--- src/sv/rtcct_pkg.sv ---
`timescale 1ns / 1ps
// ----------------------------------------------------------------------------
// rtcct_pkg: shared types and constants of the RTC compare timer
// Transfer payloads, the operation codes and the per-channel command and
// status groups.
// ----------------------------------------------------------------------------
package rtcct_pkg;

    localparam int DELAY_BITS = 24;
    localparam int WRAP_BITS  = 32;
    localparam int TIME_BITS  = 56;
    localparam int PEND_BITS  = 3;
    // Overflow extension plus widest counter fits in this many bits
    localparam int EXT_MAX_BITS = 64;

    typedef enum logic [2:0] {
        OP_TICK      = 3'd0,
        OP_ARM       = 3'd1,
        OP_CANCEL    = 3'd2,
        OP_ACK_CHAN  = 3'd3,
        OP_ACK_OVF   = 3'd4,
        OP_READ_TIME = 3'd5,
        OP_CLEAR     = 3'd6,
        OP_START     = 3'd7
    } t_opcode;

    typedef struct packed {
        t_opcode                 opcode;
        logic                    channel;
        logic [DELAY_BITS-1:0]   delay_ticks;
    } t_in_item;

    typedef struct packed {
        logic [TIME_BITS-1:0]    time_now;
        logic [PEND_BITS-1:0]    pending_events;
        logic                    irq;
    } t_out_item;

    // Commands to one compare channel, already qualified by the executing item
    typedef struct packed {
        logic tick;     // running counter advances this cycle
        logic arm;
        logic cancel;
        logic ack;
    } t_chan_cmd;

    // Post-update status of one compare channel
    typedef struct packed {
        logic flag;
        logic irq_en;
    } t_chan_stat;

endpackage

--- src/sv/rtcct_channel.sv ---
`timescale 1ns / 1ps
// ----------------------------------------------------------------------------
// rtcct_channel: one compare channel
// Holds the compare value, the event flag and the two enables, and reports
// the status that results from the current command.
// ----------------------------------------------------------------------------
module rtcct_channel #(
    parameter int COUNT_BITS = 24
) (
    input  logic                      i_clk,
    input  logic                      i_rst_n,
    input  rtcct_pkg::t_chan_cmd      i_cmd,
    input  logic [COUNT_BITS-1:0]     i_tick_next,
    input  logic [COUNT_BITS-1:0]     i_arm_value,
    output rtcct_pkg::t_chan_stat     o_stat
);

    logic [COUNT_BITS-1:0] r_cmp, n_cmp;
    logic                  r_flag, n_flag;
    logic                  r_ev_en, n_ev_en;
    logic                  r_irq_en, n_irq_en;

    always_comb begin
        n_cmp    = r_cmp;
        n_flag   = r_flag;
        n_ev_en  = r_ev_en;
        n_irq_en = r_irq_en;
        priority if (i_cmd.arm) begin
            n_cmp    = i_arm_value;
            n_flag   = 1'b0;
            n_ev_en  = 1'b1;
            n_irq_en = 1'b1;
        end else if (i_cmd.cancel || (i_cmd.ack && r_irq_en && r_flag)) begin
            n_flag   = 1'b0;
            n_ev_en  = 1'b0;
            n_irq_en = 1'b0;
        end else if (i_cmd.tick && (r_ev_en || r_irq_en) && (r_cmp == i_tick_next)) begin
            n_flag   = 1'b1;
        end else begin
            n_flag   = r_flag;
        end
    end

    always_ff @(posedge i_clk) begin
        if (!i_rst_n) begin
            r_flag   <= 1'b0;
            r_ev_en  <= 1'b0;
            r_irq_en <= 1'b0;
        end else begin
            r_flag   <= n_flag;
            r_ev_en  <= n_ev_en;
            r_irq_en <= n_irq_en;
        end
    end

    // Compare value only matters once armed
    always_ff @(posedge i_clk) begin
        r_cmp <= n_cmp;
    end

    assign o_stat.flag   = n_flag;
    assign o_stat.irq_en = n_irq_en;

endmodule

--- src/sv/rtc_compare_timer_core.sv ---
`timescale 1ns / 1ps
// ----------------------------------------------------------------------------
// rtc_compare_timer_core: real-time counter with compare channels
// Tick counter with a 32-bit overflow extension, compare channels and an
// overflow event; every operation returns the extended time and events.
// ----------------------------------------------------------------------------
//
//  channel  | valid        | stall        | payload
//  ---------+--------------+--------------+-------------------------------
//  input    | i_in_valid   | o_in_stall   | i_in_data  (t_in_item)
//  output   | o_out_valid  | i_out_stall  | o_out_data (t_out_item)
//
//  Each operation's result is offered from the result register: the item
//  waits in the input register, and the edge at which it fires updates
//  the state and loads the result register.
//  One operation completes per cycle unless the result stalls; the state
//  update of one item is seen by the next, since both land at the same edge.
//  Reset (synchronous, active low) stops the counter and clears all events,
//  enables, the counter and the extension.
//  A stalled result holds the input register; the input stalls only while
//  its register is full and cannot advance.
//
module rtc_compare_timer_core #(
    parameter int COUNT_BITS   = 24,
    parameter int NUM_CHANNELS = 2
) (
    input  logic                   i_clk,
    input  logic                   i_rst_n,
    input  logic                   i_in_valid,
    output logic                   o_in_stall,
    input  rtcct_pkg::t_in_item    i_in_data,
    output logic                   o_out_valid,
    input  logic                   i_out_stall,
    output rtcct_pkg::t_out_item   o_out_data
);

    localparam int EXT_BITS = COUNT_BITS + rtcct_pkg::WRAP_BITS;

    // Input register
    logic                  r_s1_valid;
    rtcct_pkg::t_in_item   r_s1;

    // Result register
    logic                  r_out_valid;
    rtcct_pkg::t_out_item  r_out, n_out;

    // Counter state
    logic [COUNT_BITS-1:0]           r_tick, n_tick;
    logic [rtcct_pkg::WRAP_BITS-1:0] r_wrap, n_wrap;
    logic                            r_ovf_flag, n_ovf_flag;
    logic                            r_ovf_irq_en, n_ovf_irq_en;
    logic                            r_running, n_running;

    logic                  w_adv;
    logic                  w_fire;
    logic                  w_in_xfer;
    logic                  w_tick_go;
    logic [COUNT_BITS-1:0] w_tick_inc;
    logic [COUNT_BITS-1:0] w_arm_value;
    logic [EXT_BITS-1:0]   w_ext_time;
    logic [rtcct_pkg::EXT_MAX_BITS-1:0] w_time_full;
    logic [NUM_CHANNELS-1:0] w_flags;
    logic [NUM_CHANNELS-1:0] w_irq_ens;
    logic                  w_pend_c1;

    // ---- handshake ---------------------------------------------------------
    // Advance the input register when the result register is free or draining
    assign w_adv      = !r_out_valid || !i_out_stall;
    assign w_fire     = r_s1_valid && w_adv;
    assign o_in_stall = r_s1_valid && !w_adv;
    assign w_in_xfer  = i_in_valid && !o_in_stall;

    always_ff @(posedge i_clk) begin
        if (!i_rst_n) begin
            r_s1_valid  <= 1'b0;
            r_out_valid <= 1'b0;
        end else begin
            if (w_in_xfer) begin
                r_s1_valid <= 1'b1;
            end else if (w_fire) begin
                r_s1_valid <= 1'b0;
            end
            if (w_fire) begin
                r_out_valid <= 1'b1;
            end else if (!i_out_stall) begin
                r_out_valid <= 1'b0;
            end
        end
    end

    always_ff @(posedge i_clk) begin
        if (w_in_xfer) begin
            r_s1 <= i_in_data;
        end
        if (w_fire) begin
            r_out <= n_out;
        end
    end

    // ---- counter and overflow ----------------------------------------------
    assign w_tick_go   = w_fire && (r_s1.opcode == rtcct_pkg::OP_TICK) && r_running;
    assign w_tick_inc  = r_tick + COUNT_BITS'(1);
    // Compare target wraps modulo the counter width
    assign w_arm_value = r_tick + COUNT_BITS'(r_s1.delay_ticks);

    always_comb begin
        n_tick       = r_tick;
        n_wrap       = r_wrap;
        n_ovf_flag   = r_ovf_flag;
        n_ovf_irq_en = r_ovf_irq_en;
        n_running    = r_running;
        if (w_fire) begin
            unique case (r_s1.opcode)
                rtcct_pkg::OP_TICK: begin
                    if (r_running) begin
                        n_tick = w_tick_inc;
                        // Count the wrap into the extension
                        if (w_tick_inc == '0) begin
                            n_ovf_flag = 1'b1;
                            n_wrap     = r_wrap + rtcct_pkg::WRAP_BITS'(1);
                        end
                    end
                end
                rtcct_pkg::OP_ACK_OVF: begin
                    n_ovf_flag = 1'b0;
                end
                rtcct_pkg::OP_CLEAR: begin
                    n_tick = '0;
                end
                rtcct_pkg::OP_START: begin
                    n_running    = 1'b1;
                    n_ovf_irq_en = 1'b1;
                end
                rtcct_pkg::OP_ARM,
                rtcct_pkg::OP_CANCEL,
                rtcct_pkg::OP_ACK_CHAN,
                rtcct_pkg::OP_READ_TIME: begin
                    n_running = r_running;
                end
            endcase
        end
    end

    always_ff @(posedge i_clk) begin
        if (!i_rst_n) begin
            r_tick       <= '0;
            r_wrap       <= '0;
            r_ovf_flag   <= 1'b0;
            r_ovf_irq_en <= 1'b0;
            r_running    <= 1'b0;
        end else begin
            r_tick       <= n_tick;
            r_wrap       <= n_wrap;
            r_ovf_flag   <= n_ovf_flag;
            r_ovf_irq_en <= n_ovf_irq_en;
            r_running    <= n_running;
        end
    end

    // ---- compare channels --------------------------------------------------
    for (genvar g = 0; g < NUM_CHANNELS; g++) begin : g_chan
        logic                  w_sel;
        rtcct_pkg::t_chan_cmd  w_cmd;
        rtcct_pkg::t_chan_stat w_stat;

        // Channels beyond the field's reach are never selected
        assign w_sel = ({31'd0, r_s1.channel} == 32'(g));

        assign w_cmd.tick   = w_tick_go;
        assign w_cmd.arm    = w_fire && w_sel && (r_s1.opcode == rtcct_pkg::OP_ARM);
        assign w_cmd.cancel = w_fire && w_sel && (r_s1.opcode == rtcct_pkg::OP_CANCEL);
        assign w_cmd.ack    = w_fire && w_sel && (r_s1.opcode == rtcct_pkg::OP_ACK_CHAN);

        rtcct_channel #(
            .COUNT_BITS (COUNT_BITS)
        ) u_chan (
            .i_clk       (i_clk),
            .i_rst_n     (i_rst_n),
            .i_cmd       (w_cmd),
            .i_tick_next (w_tick_inc),
            .i_arm_value (w_arm_value),
            .o_stat      (w_stat)
        );

        assign w_flags[g]   = w_stat.flag;
        assign w_irq_ens[g] = w_stat.irq_en;
    end

    if (NUM_CHANNELS > 1) begin : g_pend_c1
        assign w_pend_c1 = w_flags[1];
    end else begin : g_no_c1
        assign w_pend_c1 = 1'b0;
    end

    // ---- result ------------------------------------------------------------
    // Extension sits directly above the counter; keep the low time bits
    assign w_ext_time  = {n_wrap, n_tick};
    assign w_time_full = rtcct_pkg::EXT_MAX_BITS'(w_ext_time);

    always_comb begin
        n_out.time_now       = w_time_full[rtcct_pkg::TIME_BITS-1:0];
        n_out.pending_events = {n_ovf_flag, w_pend_c1, w_flags[0]};
        n_out.irq            = (|(w_flags & w_irq_ens)) || (n_ovf_flag && n_ovf_irq_en);
    end

    assign o_out_valid = r_out_valid;
    assign o_out_data  = r_out;

`ifndef SYNTH
    a_wrap_sets_ovf: assert property (@(posedge i_clk) disable iff (!i_rst_n)
        (w_tick_go && (r_tick == '1)) |=> (r_ovf_flag && (r_tick == '0)))
        else $error("counter wrap did not raise the overflow event");

    a_stall_only_full: assert property (@(posedge i_clk) disable iff (!i_rst_n)
        o_in_stall |-> (r_s1_valid && r_out_valid))
        else $error("input stalled with room to advance");

    a_fire_gives_result: assert property (@(posedge i_clk) disable iff (!i_rst_n)
        w_fire |=> o_out_valid)
        else $error("executed item produced no result");

    a_running_sticks: assert property (@(posedge i_clk) disable iff (!i_rst_n)
        r_running |=> r_running)
        else $error("counter stopped without reset");

    a_clear_zeroes: assert property (@(posedge i_clk) disable iff (!i_rst_n)
        (w_fire && (r_s1.opcode == rtcct_pkg::OP_CLEAR)) |=> (r_tick == '0))
        else $error("clear left the counter non-zero");
`endif

endmodule

--- config.mk ---
export PLATFORM = sky130hd
export DESIGN_NAME = rtc_compare_timer_core
export DESIGN_NICKNAME = d
export VERILOG_FILES = /design/src/sv/rtcct_pkg.sv /design/src/sv/rtcct_channel.sv /design/src/sv/rtc_compare_timer_core.sv
export SDC_FILE = /design/constraint.sdc
export NUM_CORES = 1
export LEC_CHECK = 0
export BUFFER_PORTS_ARGS = -buffer_cell sky130_fd_sc_hd__buf_2
export CORE_MARGIN = 5
export CORE_UTILIZATION = 45
export DETAILED_ROUTE_END_ITERATION = 6
export SYNTH_ARGS = -nofsm -noshare
export SYNTH_HDL_FRONTEND = slang
export SYNTH_SLANG_ARGS = --single-unit
--- constraint.sdc ---
create_clock -name i_clk -period 7 [get_ports i_clk]
set_input_delay 0 -clock i_clk [delete_from_list [all_inputs] [get_ports i_clk]]
set_output_delay 0 -clock i_clk [all_outputs]
set_load 0.03 [all_outputs]
==> metrics, run 1 <==
fin crit period 4.32 ns; delay of the slowest cell on the worst path 0.73 ns; post-synthesis cell area 10700 µm²; initial DRC count 488; final wirelength 26300 µm; Inserted Clock Buffers 23; Psw 0.569 mW; core area 23400 µm²; post-synth cell types 78; mux cell area share after synthesis 3.02%; # setup viols final 0; worst skew pair latency 0.51 ns; Crit-path slowest cell nor4_4; nets 1170; Die Y 164 µm; Leakage 4.73 nW; commonest cells after routing, fill and taps aside edfxtp_1, buf_2, nand2_1, xnor2_1, dfxtp_1; CTS Sinks 203; final hold vios 0; CP top delay family simple AND/OR/NAND/NOR gates; clock power share 44.7%; post-placement cell area 11400 µm²; initial antenna violation count 0; # rows 56; logic gate share of total power 5.4%; Async SR Flop Fraction 0%; Final Wtd Congestion 1.05; FMAX 231 MHz; prevailing post-synth register cell edfxtp_1; Final Skew 0.0142 ns; vias in the first global route 7425; Worst EP arrival 4.58 ns; pin count of the biggest net entering global routing 84; layout cells sized above 1 14.6%; total power 2.65 mW; Initial Util 45.7%; vias per cell 5.43; warnings from Yosys 0; Final TNS setup 0 ns; # Max-Cap Violations 0; switching share of power 21.4%; Clock Path Buffers 3; clk root buf clkbuf_16; RSZ-0062 raised after global routing false; filler cell count in the final layout 2164; Yosys reg bits 203; Synth-to-Final Area Change 16.8%; post-layout instance area 12500 µm²; worst hold path class input pin to flop; maximum VDD drop 0.155 mV; Die W 164 µm; residual DRC count 0; Critical Path Source r_tick[0]; number of routed nets with antenna violations 0; Tightest Pin Transition 0.871 ns; Final Non-Filler Cells 1446; Worst R2R Start r_tick[0]; Adder-Cell Fraction of Synth Area 3.11%; Mean Syn Cell Area 10.6 µm²; PortBufs 93; pwr dens 213 nW/µm²; Boundary Pins 94; Syn Inst Count 1004; sequential-to-total area share from yosys stat 50.8%; Post-Synth Simple-Gate Area 19.0%; Fin Hold WS 0.202 ns; # hold bufs at CTS 31; Post-CTS Setup Inserts 0; worst slack, placed 2.72 ns; Final HPWL DP 18800 µm; final core utilization 53.3%; Final Cycle Share 61.8%; Slew HR 41.9%; required time of the critical path 7.26 ns; Synth Area in Compound Gates 12.0%; Slew Viols, Final 0; Flop pwr share 49.9%; gr ovfl total 0; Avg WL per Cell 18.2 µm; CP Capture Type flop; CP Cell Sequence ha_1 -> nand3_4 -> nor4_4 -> nand3_1 -> xor2_1 -> nand4_2 -> nor4_4 -> nand4_1 -> xnor2_1; CTS H-tree depth 1; CTS resizes 0; worst setup margin 2.68 ns; syn_nets 1062; largest family of logic cells by synthesized area simple AND/OR/NAND/NOR gates; Hold Crit Start i_in_data[13]; top fanout value on the critical path 12; Reg clk slew, reported paths 0.07 ns; die area 26900 µm²; Cell Int Power 2.09 mW; Critical path buffers and inverters 0; via count 7854; DRT Pass-1 Iters 5; status finished clean; Antenna Cells 0; overall routing resource usage 19.3%; CTS tree built; Startpoint Class flop; Post-synth EDFFs 136; first-pass GRT wire length 41100 µm; placed cells 1375; commonest non-fill, non-tap cell in the layout edfxtp_1; XOR/XNOR share of the synthesized area 9.47%; Critical Path Most Common Cell nor4_4; Setup CP Type flop to flop
[worst paths after layout]
kind | endpoint | slack (ns) | cells past startpoint
setup reg to reg | o_out_data[50] | 2.68 | 9
setup / recovery | o_out_data[50] | 2.68 | 9
hold / removal | r_s1[13] | 0.20 | 2
hold reg to reg | o_out_valid | 0.49 | 2
[power groups by stage]
| stage | clock, mW | combinational [mW] | sequential (mW) |
|---|---|---|---|
| after global placement | 0 | 0.131 | 1.35 |
| after floorplan | 0 | 0.0555 | 1.38 |
| after CTS | 1.22 | 0.146 | 1.32 |
| after detailed placement | 0 | 0.132 | 1.35 |
| after global routing | 1.27 | 0.156 | 1.33 |
| final | 1.19 | 0.143 | 1.32 |
[final cells by class]
type	count	area (µm²)	share of cell area (%)
Inverter	22	82.6	0.662
Multi-Input combinational cell	732	5000	40.0
Tap cell	319	399	3.20
Sequential cell	203	5430	43.5
Clock buffer	35	703	5.63
Clock inverter	5	51.3	0.411
Timing Repair Buffer	130	821	6.58
[Yosys cell counts, types with 4 or more instances]
library cell / n / area (µm²)
o31ai_1: 15 / 113
or4_1: 7 / 52.6
xnor2_1: 77 / 674
and3_1: 16 / 100
or3_1: 7 / 43.8
nand4_2: 4 / 50.1
buf_2: 8 / 40.0
o21ai_0: 56 / 280
nor4_1: 5 / 31.3
nand3_1: 36 / 180
a21o_1: 7 / 52.6
xor2_1: 36 / 315
nor2b_1: 7 / 43.8
mux2i_1: 30 / 300
nand4_1: 21 / 131
o21a_1: 10 / 75.1
clkbuf_1: 34 / 128
o211ai_1: 10 / 75.1
nand2_1: 89 / 334
a21oi_1: 39 / 195
nor3_1: 17 / 85.1
nor4_4: 4 / 85.1
a211oi_1: 6 / 45.0
and4_1: 5 / 43.8
dfxtp_1: 67 / 1340
ha_1: 25 / 313
buf_4: 4 / 30.0
a31oi_1: 8 / 50.1
nor2_1: 54 / 203
o2111ai_1: 4 / 35.0
inv_1: 22 / 82.6
edfxtp_1: 136 / 4080
and2_1: 33 / 206
a211o_1: 4 / 35.0
nand2b_1: 34 / 213
[logic make-up after synthesis]
family	Yosys count
AO/OA/AOI/OAI	196
flip-flops	203
AND/OR/NAND/NOR	364
XOR/XNOR	114
adder cells (fa/ha/maj)	26
buffers and inverters	69
multiplexers	32
[per-layer routing]
| layer | routed length [µm] | GRT usage [%] |
|---|---|---|
| met5 | 0 | 0 |
| met4 | 881 | 7.01 |
| met3 | 1760 | 3.34 |
| met2 | 11400 | 29.8 |
| met1 | 12300 | 27.4 |
[registers in the layout, summed over array words and instances (netlist names)]
name	cells
r_s1	27
r_running	1
r_ovf_irq_en	1
r_ovf_flag	1
r_s1_valid	1
r_tick	24
g_chan.u_chan.r_irq_en	2
o_out_valid	1
g_chan.u_chan.r_flag	2
r_wrap	32
o_out_data	60
g_chan.w_sel	1
g_chan.u_chan.r_ev_en	2
g_chan.u_chan.r_cmp	48
[worst reg2reg max path: cells and delay by family, from the launching register on]
kind / cells / cell delay [ns]
xor gates and xnor gates: 2 / 0.67
adders and majority gates: 1 / 0.48
DFF: 1 / 0.58
and+or+nand+nor: 6 / 2.34
Power figures use the tool's default switching activity.
==> run 2: changes to the inputs <==
ABC_AREA = 1   (was default)
PLACE_DENSITY = 0.66   (was default)
clock period = 3.8 ns   (was 7 ns; I/O delays follow)
==> metrics, run 2 <==
post-placement cell area 11200 µm²; via count 8441; delay of the slowest cell on the worst path 0.43 ns; Yosys reg bits 203; Adder-Cell Fraction of Synth Area 3.23%; Final Wtd Congestion 0.946; nets 1413; CP Capture Type flop; max FFs per register 60; Cells on Worst Hold Path 3; Reg2Reg Depth 15; pin count of the biggest net entering global routing 65; Boundary Pins 94; syn_nets 1265; core area 22600 µm²; CTS tree built; Die W 161 µm; clk root buf clkbuf_16; Mean Syn Cell Area 8.54 µm²; commonest cells after routing, fill and taps aside nand2_1, inv_1, edfxtp_1, nor2_1, buf_2; Final Non-Filler Cells 1656; Final Cycle Share 82.7%; CTS Sinks 203; # Max-Cap Violations 0; Critical Path Most Common Cell nand2_1; # rows 55; maximum VDD drop 0.345 mV; vias per cell 5.10; largest family of logic cells by synthesized area simple AND/OR/NAND/NOR gates; Hold Crit Start i_rst_n; Avg WL per Cell 15.9 µm; CP top delay family simple AND/OR/NAND/NOR gates; top-count cell post-synth nand2_1; worst hold path class input pin to flop; Worst R2R Start r_tick[0]; Synth-to-Final Area Change 18.9%; Setup CP Type flop to flop; commonest non-fill, non-tap cell in the layout nand2_1; residual DRC count 0; Antenna Cells 0; R2R setup slack 0.66 ns; top fanout value on the critical path 11; Async SR Flop Fraction 0%; RSZ-0062 raised after global routing false; synth cell count leaders nand2_1, inv_1, edfxtp_1; Crit-path slowest cell nor2_2; status finished clean; warnings from Yosys 0; Inserted Clock Buffers 23; Worst EP arrival 3.41 ns; number of routed nets with antenna violations 0; Leakage 5.13 nW; Post-Synth Simple-Gate Area 25.7%; initial antenna violation count 0; Fin Hold WS 0.0695 ns; initial DRC count 432; overall routing resource usage 20.2%; Synth Area in Compound Gates 7.37%; Clock Path Buffers 3; vias in the first global route 8123; Syn Inst Count 1207; Post-synth EDFFs 136; prevailing post-synth register cell edfxtp_1; fin crit period 3.14 ns; final hold vios 0; Die Y 161 µm; FF-to-FF End o_out_data[51]; Startpoint Class flop; Initial Util 45.7%; placed cells 1583; Slew HR 30.0%; Final Skew 0.00768 ns; cell taking the most area after synthesis edfxtp_1; Post-CTS Setup Inserts 0; Tightest Pin Transition 1.05 ns; PortBufs 93; final wirelength 26300 µm; # setup viols final 0; Slew Viols, Final 0; DRT Pass-1 Iters 5; share of the synthesized area in the top cell type 39.6%; worst skew pair latency 0.51 ns; post-synthesis cell area 10300 µm²; Reg clk slew, reported paths 0.07 ns; gr ovfl total 0; CTS H-tree depth 1; # hold bufs at CTS 32; FMAX 318 MHz; Final HPWL DP 19900 µm; required time of the critical path 4.07 ns; Critical path buffers and inverters 2; sequential-to-total area share from yosys stat 52.6%; CTS resizes 0; layout cells sized above 1 14.2%; mux cell area share after synthesis 0%; die area 26000 µm²; first-pass GRT wire length 42200 µm; Final TNS setup 0 ns; post-synth cell types 43; Synth area leaders edfxtp_1, dfxtp_1, nand2_1, inv_1, nor2_1; CP Cell Sequence buf_4 -> ha_1 -> inv_1 -> nor3_2 -> nand2_1 -> nand2_1 -> nand2_2 -> nor2_1 -> nand2_1 -> nor2_2 -> nand4_2 -> nor2_2 -> nand3_1 -> nand2_1 -> nand2_1; Hold EP r_wrap[26]; XOR/XNOR share of the synthesized area 4.42%; post-layout instance area 12300 µm²; pwr dens 400 nW/µm²
==> run 2: cell types whose count changed in the layout (fill, tap and decap cells not counted), sizes merged, moves of 14 or more <==
cell and delta:
nand2 +233, inv +142, nor2 +89, xnor2 -57, a21oi +52, nand2b -34
nand3 +34, and2 -33, mux2i -30, o21ai -26, and3 -15, o31ai -14
==> run 2: worst min-delay path: cells and delay by family <==
kind	cells	cell delay (ns)
buffers and inverters	2	0.36
AND/OR/NAND/NOR	1	0.18
==> run 2: worst max-delay path by stage <==
stage	end	cells past startpoint	from	slack, ns
3_3_place_gp	o_out_data[51]	15	r_tick[0]	0.81
3_5_place_dp	o_out_data[51]	15	r_tick[0]	0.70
4_1_cts	o_out_data[51]	15	r_tick[0]	0.69
6_report	o_out_data[51]	15	r_tick[0]	0.66
2_1_floorplan	o_out_data[0]	8	o_out_valid	0.09
5_1_grt	o_out_data[49]	15	r_tick[0]	0.31
==> run 2: layer usage <==
layer	share of wire, %	routed length [µm]	GRT usage [%]
met3	6.2	1620	2.76
met2	47	12400	34.2
met5	0	0	0
met1	44	11500	27.1
met4	3.1	802	6.40
==> run 2: stage by stage <==
| stage | worst slack (ns) | util [%] | total power, mW |
|---|---|---|---|
| floorplan | 0.0862 | - | 2.62 |
| global placement | 0.813 | 49.5 | 2.69 |
| detailed placement | 0.698 | 49.5 | 2.69 |
| CTS | 0.689 | 54.3 | 4.95 |
| global route | 0.309 | 54.3 | 5.07 |
| finish | 0.658 | 54.3 | 4.90 |
==> run 2: power by group <==
part           internal, mW  switching, mW
Clock                  1.33          0.902
Sequential             2.41         0.0177
Combinational        0.0792          0.163
Total                  3.81           1.08
==> run 2: final cells by class <==
type,instances,area [µm²]
tap,285,357
multi-input combinational,823,4200
sequential,203,5430
clock buffer,25,583
timing repair buffer,137,876
inverter,167,627
fill,2142,10300
clock inverter,16,183
==> run 2: logic make-up after synthesis <==
logic type	Yosys count
AO/OA/AOI/OAI	142
XOR/XNOR	52
adder cells (fa/ha/maj)	26
buffers and inverters	181
flip-flops	203
AND/OR/NAND/NOR	603
==> run 3: changes to the inputs <==
PLACE_DENSITY = default   (was 0.66)
clock period = 3.2 ns   (was 3.8 ns; I/O delays follow)
==> metrics, run 3 (synthesis results as in run 2) <==
status finished clean; worst skew pair latency 0.51 ns; worst hold path class input pin to flop; pwr dens 471 nW/µm²; top fanout value on the critical path 7; total power 5.79 mW; clk root buf clkbuf_16; core area 22600 µm²; Final Skew 0.0156 ns; initial antenna violation count 0; Worst EP arrival 3.25 ns; CTS H-tree depth 1; required time of the critical path 3.45 ns; die area 26000 µm²; Initial Util 45.7%; Tightest Pin Transition 0.733 ns; number of routed nets with antenna violations 0; # rows 55; Final TNS setup 0 ns; Final Cycle Share 93.6%; Inserted Clock Buffers 23; # setup viols final 0; gr ovfl total 0; Leakage 5.14 nW; Synth-to-Final Area Change 19.2%; commonest cells after routing, fill and taps aside nand2_1, inv_1, edfxtp_1, nor2_1, buf_2; met1 Usage GRT 26.9%; Setup CP Type flop to flop; Die Y 161 µm; delay of the slowest cell on the worst path 0.43 ns; CTS tree built; final wirelength 26400 µm; Slew Viols, Final 0; Critical Path Most Common Cell nand2_1; layout cells sized above 1 14.3%; Reg clk slew, reported paths 0.06 ns; CP Cell Sequence ha_2 -> nand2_1 -> nor2_4 -> nand2_2 -> nor2_1 -> nand2_1 -> nand2_1 -> nand3_1 -> nor2_2 -> nand3_1 -> inv_2 -> nand2_1 -> xor2_1 -> inv_1; PortBufs 93; RSZ-0062 raised after global routing false; vias per cell 5.05; initial DRC count 346; gr busiest metal met2; Die W 161 µm; commonest non-fill, non-tap cell in the layout nand2_1; Clock Path Buffers 3; CP Capture Type flop; Startpoint Class flop; Final Wtd Congestion 0.921; maximum VDD drop 0.274 mV; final hold vios 0; Slew HR 51.0%; fin crit period 3.00 ns; DRT Pass-1 Iters 5; overall routing resource usage 20.3%; # Max-Cap Violations 0; max FFs per register 60; residual DRC count 0; via count 8382; Post-CTS Setup Inserts 0; Crit-path slowest cell dfxtp_1; Antenna Cells 0; Final HPWL DP 20000 µm; Boundary Pins 94; filler cell count in the final layout 2097; FMAX 334 MHz; routing usage on met3 3.11%; first-pass GRT wire length 42400 µm; vias in the first global route 8342; Avg WL per Cell 15.9 µm; pin count of the biggest net entering global routing 51; met2 Use GR 34.4%; CTS Sinks 203; nets 1417
[run 3: layout make-up]
cell class | count | area (µm²) | share of cell area (%)
well taps | 285 | 357 | 2.90
multi-input cells | 823 | 4210 | 34.3
flip-flops and latches | 203 | 5430 | 44.2
inverters | 167 | 631 | 5.13
repair buffers | 141 | 906 | 7.37
clock buffers | 29 | 618 | 5.03
clock inverters | 12 | 136 | 1.11
[run 3: report_power, final]
part / switching (mW) / internal [mW]
Clock: 1.02 / 1.60
Sequential: 0.0207 / 2.86
Combinational: 0.194 / 0.0953
Total: 1.23 / 4.56
[run 3: worst paths after layout]
check                                start                  endpoint  slack, ns  depth (start not counted)
setup / recovery                 r_tick[0]            o_out_data[52]       0.20                         14
hold reg to reg   g_chan[1].u_chan.r_ev_en  g_chan[1].u_chan.r_ev_en       0.47                          2
hold / removal                     i_rst_n                r_wrap[10]       0.05                          3
setup reg to reg                 r_tick[0]            o_out_data[52]       0.20                         14
[run 3: critical path: cells and delay by family, from the launching register on]
family | cells | cell delay (ns)
adders and majority gates | 1 | 0.30
and+or+nand+nor | 10 | 1.55
buffers and inverters | 2 | 0.25
xor gates and xnor gates | 1 | 0.23
DFF | 1 | 0.43
[run 3: metal layers]
metal,vias to the layer above,wire length [µm],part of all wire (%)
met5,-,0,0
met4,0,769,2.9
met3,51,1490,5.6
met2,245,12200,46
met1,3804,11900,45
li1,4282,-,-
[run 3: repair_timing]
item / in CTS / in global routing
hold buffers: 32 / 0
gates resized for setup: 0 / 2
endpoints found under the hold margin: 30 / 0
endpoints found under the setup margin: 0 / 34
[run 3: through the flow]
step                      area, µm²  std cells  util (%)  setup WS [ns]  hold WS [ns]
final                         12300       1660      54.4          0.204        0.0501
after global routing          12300       1660      54.4         0.0201        0.0862
after CTS                     12300       1660      54.4         0.0460        0.0305
after detailed placement      11200       1587      49.6         0.0668         0.178
after global placement        11200       1587      49.6         0.0431         0.177
after floorplan               10300       1207         -         0.0627        0.0989
